==> config.mk <==
export PLATFORM = sky130hd
export DESIGN_NAME = peak_step_counter_core
export DESIGN_NICKNAME = d
export VERILOG_FILES = /design/src/hw/rtl/psc_pkg.sv /design/src/hw/rtl/psc_ram.sv /design/src/hw/rtl/psc_thresh.sv /design/src/hw/rtl/peak_step_counter_core.sv
export SDC_FILE = /design/constraint.sdc
export NUM_CORES = 2
export LEC_CHECK = 0
export ABC_AREA = 1
export ABC_CLOCK_PERIOD_IN_PS = 9550
export BUFFER_PORTS_ARGS = -buffer_cell sky130_fd_sc_hd__buf_4
export CAP_MARGIN = 20
export CORE_ASPECT_RATIO = 1.2
export CORE_MARGIN = 10
export CORE_UTILIZATION = 60
export DETAILED_ROUTE_END_ITERATION = 10
export GPL_TIMING_DRIVEN = 0
export PLACE_DENSITY = 0.74
export SYNTH_ARGS = -nofsm -noshare
export SYNTH_HDL_FRONTEND = slang
export SYNTH_HIERARCHICAL = 1
export SYNTH_SLANG_ARGS = --single-unit
==> constraint.sdc <==
create_clock -name clock -period 9.55 [get_ports clock]
set_input_delay 0.4775 -clock clock [delete_from_list [all_inputs] [get_ports clock]]
set_output_delay 0.4775 -clock clock [all_outputs]
set_load 0.1 [all_outputs]
==> src/hw/rtl/psc_pkg.sv <==
// Shared types, constants and helpers for the peak step counter.
// No dependencies; psc_thresh and peak_step_counter_core import this package.
`default_nettype none

package psc_pkg;

   localparam int RATE_W     = 16;
   localparam int MAG_W      = RATE_W + 1;
   localparam int STEP_W     = 16;
   localparam int MAG_MAX    = 98304;
   localparam int WINDOW_DEF = 100;

   localparam logic [MAG_W-1:0] MIN_THRESHOLD_RESET = MAG_W'(1000);

   // exact divide by ten of a value below 2**TEN_IN_W: (x * TEN_DIV_M) >> TEN_DIV_K
   localparam int TEN_IN_W   = 20;
   localparam int TEN_DIV_K  = 24;
   localparam int TEN_M_W    = 21;
   localparam logic [TEN_M_W-1:0] TEN_DIV_M = TEN_M_W'(1677722);
   localparam int TEN_PROD_W = TEN_IN_W + TEN_M_W;

   typedef struct packed {
      logic signed [RATE_W-1:0] rate_x;
      logic signed [RATE_W-1:0] rate_y;
      logic signed [RATE_W-1:0] rate_z;
   } req_type;

   typedef struct packed {
      logic [STEP_W-1:0] step_total;
      logic              step_seen;
      logic [MAG_W-1:0]  active_threshold;
   } rsp_type;

   typedef struct packed {
      logic             valid;
      logic             peak;
      logic [MAG_W-1:0] peak_val;
   } psc_ctl_type;

   function automatic int sum_width(input int window);
      return $clog2(window * MAG_MAX + 1);
   endfunction

endpackage

`default_nettype wire

==> src/hw/rtl/psc_ram.sv <==
// Generic single-write, single-read RAM with registered read data.
// No package dependencies.
`default_nettype none

module psc_ram #(
   parameter int WIDTH = 17,
   parameter int DEPTH = 100
) (
   input  wire logic                     clock,
   input  wire logic                     wr_en,
   input  wire logic [$clog2(DEPTH)-1:0] wr_addr,
   input  wire logic [WIDTH-1:0]         wr_data,
   input  wire logic [$clog2(DEPTH)-1:0] rd_addr,
   output      logic [WIDTH-1:0]         rd_data
);

   logic [WIDTH-1:0] mem [DEPTH];

   always_ff @(posedge clock) begin
      if (wr_en) begin
         mem[wr_addr] <= wr_data;
      end
      rd_data <= mem[rd_addr];
   end

endmodule

`default_nettype wire

==> src/hw/rtl/psc_thresh.sv <==
// Threshold pipeline: peak sum divided by the window, then scaled by nine tenths.
// Two register stages, one constant multiplication each; depends on psc_pkg.
`default_nettype none

module psc_thresh #(
   parameter int WINDOW = psc_pkg::WINDOW_DEF
) (
   input  wire logic                                  clock,
   input  wire logic                                  reset,
   input  wire logic                                  advance,
   input  wire psc_pkg::psc_ctl_type                  ctl_i,
   input  wire logic [psc_pkg::sum_width(WINDOW)-1:0] sum_i,
   output      psc_pkg::psc_ctl_type                  ctl_o,
   output      logic [psc_pkg::MAG_W-1:0]             quot_o
);

   import psc_pkg::*;

   localparam int SUM_W   = sum_width(WINDOW);
   localparam int DIV_L   = $clog2(WINDOW);
   localparam int DIV_K   = SUM_W + DIV_L;
   localparam longint unsigned DIV_M = ((64'd1 << DIV_K) + WINDOW - 1) / WINDOW;
   localparam int DIV_M_W = $clog2(DIV_M + 1);
   localparam int PROD_W  = SUM_W + DIV_M_W;
   localparam logic [DIV_M_W-1:0] DIV_M_C = DIV_M_W'(DIV_M);

   psc_ctl_type             a_ctl_ff;
   logic [PROD_W-1:0]       a_prod_ff;
   logic [PROD_W-1:0]       a_prod_in;
   psc_ctl_type             b_ctl_ff;
   logic [TEN_PROD_W-1:0]   b_prod_ff;
   logic [TEN_PROD_W-1:0]   b_prod_in;
   logic [MAG_W-1:0]        avg;
   logic [TEN_IN_W-1:0]     avg_x9;

   always_comb begin
      a_prod_in = PROD_W'(sum_i) * PROD_W'(DIV_M_C);
      avg       = a_prod_ff[DIV_K +: MAG_W];
      avg_x9    = TEN_IN_W'({avg, 3'b000}) + TEN_IN_W'(avg);
      b_prod_in = TEN_PROD_W'(avg_x9) * TEN_PROD_W'(TEN_DIV_M);
   end

   always_ff @(posedge clock) begin
      if (reset) begin
         a_ctl_ff.valid <= 1'b0;
         b_ctl_ff.valid <= 1'b0;
      end else if (advance) begin
         a_ctl_ff.valid <= ctl_i.valid;
         b_ctl_ff.valid <= a_ctl_ff.valid;
      end
      if (advance) begin
         a_ctl_ff.peak     <= ctl_i.peak;
         a_ctl_ff.peak_val <= ctl_i.peak_val;
         a_prod_ff         <= a_prod_in;
         b_ctl_ff.peak     <= a_ctl_ff.peak;
         b_ctl_ff.peak_val <= a_ctl_ff.peak_val;
         b_prod_ff         <= b_prod_in;
      end
   end

   assign ctl_o  = b_ctl_ff;
   assign quot_o = b_prod_ff[TEN_DIV_K +: MAG_W];

endmodule

`default_nettype wire

==> src/hw/rtl/peak_step_counter_core.sv <==
// Peak step counter: magnitude, peak ring with running sum, adaptive threshold.
// Reset clears valids, step count, ring position, sum and fill bits; sets thresholds.
// Throughput: one item per cycle; input stalls only while the output skid entry is full.
// Ring entries read as zero until written (per-entry valid bits).
// Depends on psc_pkg, psc_ram and psc_thresh.
`default_nettype none

module peak_step_counter_core #(
   parameter int WINDOW = psc_pkg::WINDOW_DEF
) (
   input  wire logic                      clock,
   input  wire logic                      reset,
   input  wire logic                      req_valid,
   output      logic                      req_stall,
   input  wire psc_pkg::req_type          req_data,
   output      logic                      rsp_valid,
   input  wire logic                      rsp_stall,
   output      psc_pkg::rsp_type          rsp_data,
   input  wire logic                      csr_valid,
   output      logic                      csr_ready,
   input  wire logic [psc_pkg::MAG_W-1:0] csr_data
);

   import psc_pkg::*;

   localparam int SUM_W = sum_width(WINDOW);
   localparam int POS_W = $clog2(WINDOW);
   localparam logic [POS_W-1:0] POS_LAST = POS_W'(WINDOW - 1);

   function automatic logic [MAG_W-1:0] rate_abs(input logic signed [RATE_W-1:0] rate);
      logic [MAG_W-1:0] ext;
      ext = {rate[RATE_W-1], rate};
      return rate[RATE_W-1] ? (MAG_W'(0) - ext) : ext;
   endfunction

   logic              adv;
   logic              in_vld_ff;
   req_type           in_data_ff;
   logic [MAG_W-1:0]  mag;
   logic              is_peak;
   logic              st1_go;
   logic              st1_peak;
   logic [MAG_W-1:0]  prior_ff;
   logic [POS_W-1:0]  pos_ff;
   logic [POS_W-1:0]  pos_nx;
   logic [POS_W-1:0]  pos_in;
   logic [POS_W-1:0]  rd_addr;
   logic [SUM_W-1:0]  sum_ff;
   logic [SUM_W-1:0]  sum_nx;
   logic [WINDOW-1:0] fill_ff;
   logic              rd_fill_ff;
   logic [MAG_W-1:0]  rd_data;
   logic [MAG_W-1:0]  old_peak;
   psc_ctl_type       ctl1_in;
   psc_ctl_type       ctl1_ff;
   logic [SUM_W-1:0]  sum1_ff;
   psc_ctl_type       b_ctl;
   logic [MAG_W-1:0]  b_quot;
   logic [MAG_W-1:0]  min_ff;
   logic [MAG_W-1:0]  thr_ff;
   logic [MAG_W-1:0]  thr_in;
   logic [MAG_W-1:0]  thr_calc;
   logic [STEP_W-1:0] step_ff;
   logic [STEP_W-1:0] step_in;
   logic [STEP_W-1:0] step_nx;
   logic              fin_push;
   logic              fin_seen;
   rsp_type           fin_res;
   logic              take;
   logic              rsp_vld_ff;
   logic              rsp_vld_in;
   rsp_type           rsp_ff;
   rsp_type           rsp_in;
   logic              skid_vld_ff;
   logic              skid_vld_in;
   rsp_type           skid_ff;
   rsp_type           skid_in;

   assign adv       = ~skid_vld_ff;
   assign req_stall = skid_vld_ff;
   assign csr_ready = 1'b1;

   // input register
   always_ff @(posedge clock) begin
      if (reset) begin
         in_vld_ff <= 1'b0;
      end else if (adv) begin
         in_vld_ff <= req_valid;
      end
   end

   always_ff @(posedge clock) begin
      if (adv) begin
         in_data_ff <= req_data;
      end
   end

   // magnitude, peak detect, ring and running sum
   always_comb begin
      mag      = rate_abs(in_data_ff.rate_x) + rate_abs(in_data_ff.rate_y)
               + rate_abs(in_data_ff.rate_z);
      is_peak  = prior_ff > mag;
      st1_go   = adv & in_vld_ff;
      st1_peak = st1_go & is_peak;
      old_peak = rd_fill_ff ? rd_data : '0;
      pos_nx   = (pos_ff == POS_LAST) ? '0 : pos_ff + 1'b1;
      sum_nx   = sum_ff - SUM_W'(old_peak) + SUM_W'(prior_ff);
      pos_in   = st1_peak ? pos_nx : pos_ff;
      rd_addr  = (pos_in == POS_LAST) ? '0 : pos_in + 1'b1;
      ctl1_in.valid    = in_vld_ff;
      ctl1_in.peak     = is_peak;
      ctl1_in.peak_val = prior_ff;
   end

   psc_ram #(
      .WIDTH (MAG_W),
      .DEPTH (WINDOW)
   ) u_ring (
      .clock   (clock),
      .wr_en   (st1_peak),
      .wr_addr (pos_nx),
      .wr_data (prior_ff),
      .rd_addr (rd_addr),
      .rd_data (rd_data)
   );

   always_ff @(posedge clock) begin
      if (reset) begin
         prior_ff   <= '0;
         pos_ff     <= '0;
         sum_ff     <= '0;
         fill_ff    <= '0;
         rd_fill_ff <= 1'b0;
      end else begin
         rd_fill_ff <= fill_ff[rd_addr];
         if (st1_go) begin
            prior_ff <= mag;
         end
         if (st1_peak) begin
            pos_ff          <= pos_nx;
            sum_ff          <= sum_nx;
            fill_ff[pos_nx] <= 1'b1;
         end
      end
   end

   always_ff @(posedge clock) begin
      if (reset) begin
         ctl1_ff.valid <= 1'b0;
      end else if (adv) begin
         ctl1_ff.valid <= ctl1_in.valid;
      end
      if (adv) begin
         ctl1_ff.peak     <= ctl1_in.peak;
         ctl1_ff.peak_val <= ctl1_in.peak_val;
         sum1_ff          <= sum_nx;
      end
   end

   psc_thresh #(
      .WINDOW (WINDOW)
   ) u_thresh (
      .clock   (clock),
      .reset   (reset),
      .advance (adv),
      .ctl_i   (ctl1_ff),
      .sum_i   (sum1_ff),
      .ctl_o   (b_ctl),
      .quot_o  (b_quot)
   );

   // threshold floor, step decision, result
   always_comb begin
      fin_push = adv & b_ctl.valid;
      thr_calc = (b_quot < min_ff) ? min_ff : b_quot;
      fin_seen = b_ctl.peak & (b_ctl.peak_val > thr_calc);
      step_nx  = step_ff + STEP_W'(fin_seen);
      step_in  = fin_push ? step_nx : step_ff;
      thr_in   = (fin_push && b_ctl.peak) ? thr_calc : thr_ff;
      fin_res.step_total       = step_nx;
      fin_res.step_seen        = fin_seen;
      fin_res.active_threshold = b_ctl.peak ? thr_calc : thr_ff;
   end

   // output register with skid entry
   always_comb begin
      take        = rsp_vld_ff & ~rsp_stall;
      rsp_vld_in  = rsp_vld_ff;
      rsp_in      = rsp_ff;
      skid_vld_in = skid_vld_ff;
      skid_in     = skid_ff;
      if (skid_vld_ff) begin
         if (take) begin
            rsp_in      = skid_ff;
            skid_vld_in = 1'b0;
         end
      end else if (fin_push) begin
         if (!rsp_vld_ff || take) begin
            rsp_in     = fin_res;
            rsp_vld_in = 1'b1;
         end else begin
            skid_in     = fin_res;
            skid_vld_in = 1'b1;
         end
      end else if (take) begin
         rsp_vld_in = 1'b0;
      end
   end

   always_ff @(posedge clock) begin
      if (reset) begin
         min_ff      <= MIN_THRESHOLD_RESET;
         thr_ff      <= MIN_THRESHOLD_RESET;
         step_ff     <= '0;
         rsp_vld_ff  <= 1'b0;
         skid_vld_ff <= 1'b0;
      end else begin
         if (csr_valid && csr_ready) begin
            min_ff <= csr_data;
         end
         thr_ff      <= thr_in;
         step_ff     <= step_in;
         rsp_vld_ff  <= rsp_vld_in;
         skid_vld_ff <= skid_vld_in;
      end
   end

   always_ff @(posedge clock) begin
      rsp_ff  <= rsp_in;
      skid_ff <= skid_in;
   end

   assign rsp_valid = rsp_vld_ff;
   assign rsp_data  = rsp_ff;

   a_skid_needs_rsp: assert property (@(posedge clock) disable iff (reset)
      skid_vld_ff |-> rsp_vld_ff)
      else $error("skid entry holds an item while output register is empty");

   a_pos_only_on_peak: assert property (@(posedge clock) disable iff (reset)
      !st1_peak |=> $stable(pos_ff))
      else $error("ring position moved without a peak");

   a_step_only_on_seen: assert property (@(posedge clock) disable iff (reset)
      !(fin_push && fin_seen) |=> $stable(step_ff))
      else $error("step count moved without a confirmed step");

   a_thr_only_on_peak: assert property (@(posedge clock) disable iff (reset)
      !(fin_push && b_ctl.peak) |=> $stable(thr_ff))
      else $error("threshold moved without a peak");

endmodule

`default_nettype wire
After elaboration in Yosys (flattened, before gate mapping)
Memory sizes are Yosys's and may differ from the RTL's. A register that Yosys moved wholly into a read port is not among the register bits. Cells that the tools add are included.

Add/subtract/negate cells: 11. Multipliers: 2. $lt $le $gt $ge: 6. Equality and inequality tests: 4. Mux-type cells: 26. Bitwise logic cells: 9. Reduce and logical (&&, ||, !) cells: 10.

Operators with widths (number): 34-bit 2-to-1 mux (4); 17-bit 2-to-1 mux (6); 100-bit bitwise OR (1); 1-bit by 16-bit subtractor with 17-bit output, first input constant (3); 24-bit by 25-bit multiplier with 48-bit output, second input constant (1); 20-bit by 20-bit multiplier with 40-bit output, second input constant (1); 17-bit adder (2); 17-bit > comparator (2); 24-bit by 17-bit adder with 24-bit output (1); 24-bit by 17-bit subtractor with 24-bit output (1); 7-bit 2-to-1 mux (3); 20-bit by 17-bit adder with 20-bit output (1); 17-bit less-than comparator (1); 16-bit by 1-bit adder with 16-bit output (1); 7-bit by 8-bit less-than comparator with 1-bit output, second input constant (2); 7-bit by 1-bit adder with 7-bit output, second input constant (2); 7-bit == test, second input constant (2); 1-bit 2-to-1 mux (11); 3-bit AND reduction (3); 1-bit binary-select mux with 7-bit select (1); 1-bit demux with 7-bit select (1); 7-bit by 1-bit greater-or-equal comparator with 1-bit output, second input constant (1); 2-bit nonzero test (3); 1-bit AND (5); other kinds (6) (9).

Register bits after elaboration: 487. Bits in writable memories: 1700. Input port bits: 70. Output and inout port bits: 37. Logic and storage cells: 101. Memories: 1.

Memory list: u_ring.mem (words 100, bits a word 17, rd ports 1, clocked after memory_dff 1, wr ports 1, RTL line psc_ram.sv:17) `logic [WIDTH-1:0] mem [DEPTH];`.

Depth between registers and ports, before layout
Depth after elaboration: 11. Depth in mapped cells: 56. Depth with buffers taken out: 51.

Hierarchy
The synthesis kept the hierarchy.

Modules (own cells, without submodules): psc_ram (instances 1, cells an instance 5940, area an instance 69679.3 um2, sequential area each 51389.3 um2); psc_thresh (instances 1, cells an instance 2459, area an instance 21501.9 um2, sequential area each 2142.1 um2); peak_step_counter_core (instances 1, cells an instance 2294, area an instance 19048.3 um2, sequential area each 8808.4 um2).

Worst setup path before layout
No wires, ideal clock.

Path type: register to register. Start: reg in_data_ff[32] (netlist bit). End: reg u_ring.rd_data[11], read port of u_ring.mem. Arrival time: 6967 ps. Slack: 2470 ps. Cell stages (with the launch flop): 54. Period minus slack after synthesis: 7080 ps. Path through: edfxtp_1 > inv_1 > ha_1 > inv_1 > nor3_1 > inv_1 > o21ai_0 > xnor2_1 > inv_1 > fa_1 > inv_1 > ha_1 > nand2_1 > nor3_1 > a21oi_1 > o21ai_0 > nand3_1 > nand2_1 > (+18 left out) > nor2_2 > nand2_4 > nand2_4 > inv_1 > buf_2 > buf_4 > inv_2 > buf_2 > buf_2 > nand3_1 > nand2_1 > nand2_1 > nand3_1 > nand3_1 > nand3_1 > nand2_1 > nand2_1 > nand2_1.

Cells in the longest elaborated chain, start to end: 9.

Ends and longest elaborated chain: from (decl) (RTL line peak_step_counter_core.sv:38) `req_type in_data_ff;`; from (signal assigned) (RTL line peak_step_counter_core.sv:94) `in_data_ff <= req_data;`; 1-bit by 16-bit subtractor with 17-bit output (RTL line peak_step_counter_core.sv:33) `return rate[RATE_W-1] ? (MAG_W'(0) - ext) : ext;`; 17-bit 2-to-1 mux (*) (RTL line peak_step_counter_core.sv:33); 17-bit adder (*) (RTL line peak_step_counter_core.sv:100) `mag = rate_abs(in_data_ff.rate_x) + rate_abs(in_data_ff.rate_y)`; 17-bit adder (*) (RTL line peak_step_counter_core.sv:101) `+ rate_abs(in_data_ff.rate_z);`; 17-bit > comparator (*) (RTL line peak_step_counter_core.sv:102) `is_peak = prior_ff > mag;`; 1-bit AND (*) (RTL line peak_step_counter_core.sv:104) `st1_peak = st1_go & is_peak;`; via st1_peak (RTL line peak_step_counter_core.sv:42) `logic st1_peak;`; 7-bit 2-to-1 mux (*); via pos_in[0] (RTL line peak_step_counter_core.sv:46) `logic [POS_W-1:0] pos_in;`; 7-bit by 1-bit adder with 7-bit output / 7-bit == test (equally long branches) (RTL line peak_step_counter_core.sv:109) `rd_addr = (pos_in == POS_LAST) ? '0 : pos_in + 1'b1;`; 7-bit 2-to-1 mux (*) (RTL line peak_step_counter_core.sv:109); via rd_addr[1] (RTL line peak_step_counter_core.sv:47) `logic [POS_W-1:0] rd_addr;`; to (decl) (RTL line psc_ram.sv:14) `output logic [WIDTH-1:0] rd_data`.

Mark *: on every way through the listed nets, which the timed path passes. The rest lies on a longest branch. A chain may end at the register's enable or synchronous reset.

Worst setup path in the final report
Start: reg in_data_ff[0] (netlist bit). End: reg u_ring.rd_data[0], read port of u_ring.mem.

Cells in the longest elaborated chain, start to end: 8.

Ends and longest elaborated chain (RTL line): 1-bit by 16-bit subtractor with 17-bit output (peak_step_counter_core.sv:33); 17-bit 2-to-1 mux (*) (peak_step_counter_core.sv:33); 17-bit adder (*) (peak_step_counter_core.sv:101); 17-bit > comparator (*) (peak_step_counter_core.sv:102); 1-bit AND (*) (peak_step_counter_core.sv:104); via st1_peak (peak_step_counter_core.sv:42); 7-bit 2-to-1 mux (*); via pos_in[0] (peak_step_counter_core.sv:46); 7-bit by 1-bit adder with 7-bit output / 7-bit == test (equally long branches) (peak_step_counter_core.sv:109); 7-bit 2-to-1 mux (*) (peak_step_counter_core.sv:109); via rd_addr[1] (peak_step_counter_core.sv:47).

Marks and branches as above.

==> impl_metrics.ini <==
[critical_path]
r2r_cells = 52
cp_max_fo = 10
startpoint_type = flip-flop
max_stage_delay_ps = 480
worstSetupPathType = reg -> reg
critPathMostFrequentCell = nand2_1
arrival_ps = 10100
endpoint_kind = flip-flop
critPathRequiredTime_ps = 10290
worst_path_max_delay_cell = fa_1

[final_layout]
area_growth_pct = 13.25
fin_nets = 12190
drive_gt1_share_pct = 9.764

[sta]
setup_violations = 0
post-route-min-period_ps = 9361
relSlewSlack_pct = 18.13
max_clock_freq_ghz = 0.1068
finClkSkew_ps = 32.63
finalHoldViolCount = 0
tightest_slew_ps = 1228
tns_ps = 0
period_share_pct = 98.02
drv_slew = 0

[grt]
track_usage_pct = 36.53
grt_pass1_vias = 81480
antenna_found_initial = 4
grt_max_degree = 69
overflow = 0
grt_pass1_wl_um = 534000

[cts]
htreeDepth = 4
cts_tree = yes
clk_pin_slew_ps = 70
cts-root-buf = clkbuf_16
clkLatencyLatePin_ps = 900
cts_buffer_depth = 3
cts_buffers = 202
cts.sinks = 2150

[route]
vias_per_cell = 6.045
vias = 83430
first_iter_violations = 10910
drc = 0
first_pass_iters = 9
avgRoutedWirePerCell_um = 27.00
ant_nets = 0
wirelength_um = 372600

[placed_design]
hpwl_um = 273000
port_buffers = 105
gp_congestion = 1.023

[die]
die_area_sq_mm = 0.2013
die_h_um = 489.5
start_util_pct = 60.26
num_rows = 172
ioPinCount = 107
die_w_um = 411.3
core_region_area_sq_mm = 0.1829

[synth]
ys_types = 62
ys_warn_count = 6
syn_nets = 11690
avgSynthCellArea_sq_um = 10.31
ys_ff_latch = 2150
synth_edf_count = 1928
ys.flop_type = edfxtp_1
syn_area_sq_mm = 0.1102
syn_inst = 10690
async_reset_ff_share_pct = 0
yosysSeqAreaShare_pct = 56.55

[status]
run_status = completed

[run]
maxCapViolCount = 0

[worst_hold_path]
hold_path_class = in -> reg
hold_path_depth = 3
area by class of cell:
cell class              instances  area [sq um]
clock inverters               111          1155
flip-flops and latches       2150         62400
repair buffers                295          3730
diodes                          8         20.02
clock buffers                 262          5461
plain buffers                 456          2655
well taps                    2436          3048
multi-input cells            6848         41700
fillers                     13580         58090
inverters                    1236          4658
cell usage after synthesis, types with 3 or more instances:
| library cell | n | area (sq um) |
|---|---|---|
| nand2_1 | 2802 | 10520 |
| a31oi_1 | 4 | 25.02 |
| a21o_1 | 6 | 45.04 |
| buf_4 | 56 | 420.4 |
| nand2_4 | 7 | 78.83 |
| nor2_1 | 558 | 2095 |
| edfxtp_1 | 1928 | 57900 |
| a221o_1 | 6 | 60.06 |
| clkinv_1 | 5 | 18.77 |
| inv_1 | 1213 | 4553 |
| fa_1 | 375 | 7507 |
| nor3_1 | 68 | 340.3 |
| buf_1 | 21 | 78.83 |
| o21bai_1 | 17 | 127.6 |
| xnor2_1 | 39 | 341.6 |
| nand2_2 | 8 | 50.05 |
| o21bai_2 | 4 | 45.04 |
| o31ai_1 | 6 | 45.04 |
| ha_1 | 554 | 6932 |
| clkbuf_1 | 135 | 506.7 |
| o221ai_1 | 8 | 70.07 |
| nand4_1 | 36 | 225.2 |
| buf_2 | 238 | 1191 |
| o211ai_1 | 40 | 300.3 |
| buf_6 | 9 | 101.4 |
| o2111ai_1 | 4 | 35.03 |
| nand3b_1 | 7 | 52.55 |
| nor3b_1 | 3 | 22.52 |
| xor2_1 | 79 | 691.9 |
| a21oi_1 | 369 | 1847 |
| a21boi_0 | 4 | 30.03 |
| o21ai_0 | 276 | 1381 |
| nor4_1 | 8 | 50.05 |
| o21a_1 | 12 | 90.09 |
| nor2_2 | 12 | 75.07 |
| nor3_2 | 4 | 40.04 |
| o22ai_1 | 10 | 62.56 |
| dfxtp_1 | 222 | 4444 |
| inv_2 | 17 | 63.81 |
| or2_2 | 4 | 25.02 |
| a211oi_1 | 13 | 97.59 |
| o21ai_1 | 22 | 110.1 |
| nand3_1 | 1462 | 7317 |
worst max-delay path: cells and delay by family (launching register included):
family	cells	cell delay, ps
fa+ha+maj	5	1470
xor+xnor	2	500
compound gates	6	970
buf+inv	14	2060
flops	1	440
simple gates	25	3700
flip-flops by register name (all words and copies together), names as in the netlist, 19 cells and up:
name,count
ctl1_ff,19
fill_ff,100
in_data_ff,48
rsp_data,34
skid_ff,34
sum1_ff,24
sum_ff,24
u_ring/mem,1700
u_thresh/a_ctl_ff,19
u_thresh/ctl_o,19
through the flow:
step                utilization, %  hold WS, ps  instance area [sq um]  std cells  setup slack, ps
floorplan                        -        400.3                 110200      10690             2470
global placement             62.36        400.9                 114100      13230            -1865
detailed placement           63.78        404.5                 116700      13350           -875.5
CTS                          67.90        90.03                 124200      13790           0.2887
global route                 68.23        180.8                 124800      13800           -28.09
finish                       68.24        148.5                 124800      13800            189.3
cell usage in the layout (no fill, tap or decap), types with 50 or more instances in the layout:
master and instances:
nor3_1 62, nand2_1 2797, clkbuf_1 149, inv_1 1213, a21oi_1 366, clkbuf_16 203, nand3_2 50, buf_8 54
buf_4 182, nor2_2 90, o21ai_0 271, fa_1 375, dfxtp_1 205, ha_1 554, edfxtp_1 1928, nor2_1 461
dlygate4sd3_1 72, nand3_1 1409, xor2_1 78, buf_2 171
per-layer routing:
layer  vias to the layer above  GRT usage (%)  routed length, um
met5                         -              0                 10
met4                         2          29.88              37480
met2                      5424          59.58             175000
met3                      1391          7.692              39630
li1                      36840              -                  -
met1                     39780          41.53             120500
cells by family after synthesis:
| group | count (synthesis) | share of synthesized area, % |
|---|---|---|
| AO/OA/AOI/OAI | 810 | 4.041 |
| XOR/XNOR | 120 | 0.9773 |
| adder cells (fa/ha/maj) | 929 | 13.10 |
| buffers and inverters | 1695 | 6.295 |
| flip-flops | 2150 | 56.55 |
| other | 1 | 0.003402 |
| AND/OR/NAND/NOR | 4988 | 19.03 |
path summary, 6_finish.rpt:
kind / slack, ps / start / end
hold / removal: 150 / csr_valid / min_ff[6]
setup / recovery: 190 / in_data_ff[0] / u_ring/rd_data[0]
setup reg to reg: 190 / in_data_ff[0] / u_ring/rd_data[0]
hold reg to reg: 420 / u_thresh/a_ctl_ff[9] / u_thresh/ctl_o[9]
timing repair:
item                                   CTS  global route
resized for setup                       70           186
endpoints found under the hold margin   70             0
buffers inserted                         1             5
setup endpoints to repair               17            17
hold buffers                            72             0
pin swaps                                1             5
Power is left out: the tool's default activity adds up to more than one toggle a clock period on the data nets, which glitch-free logic cannot reach.
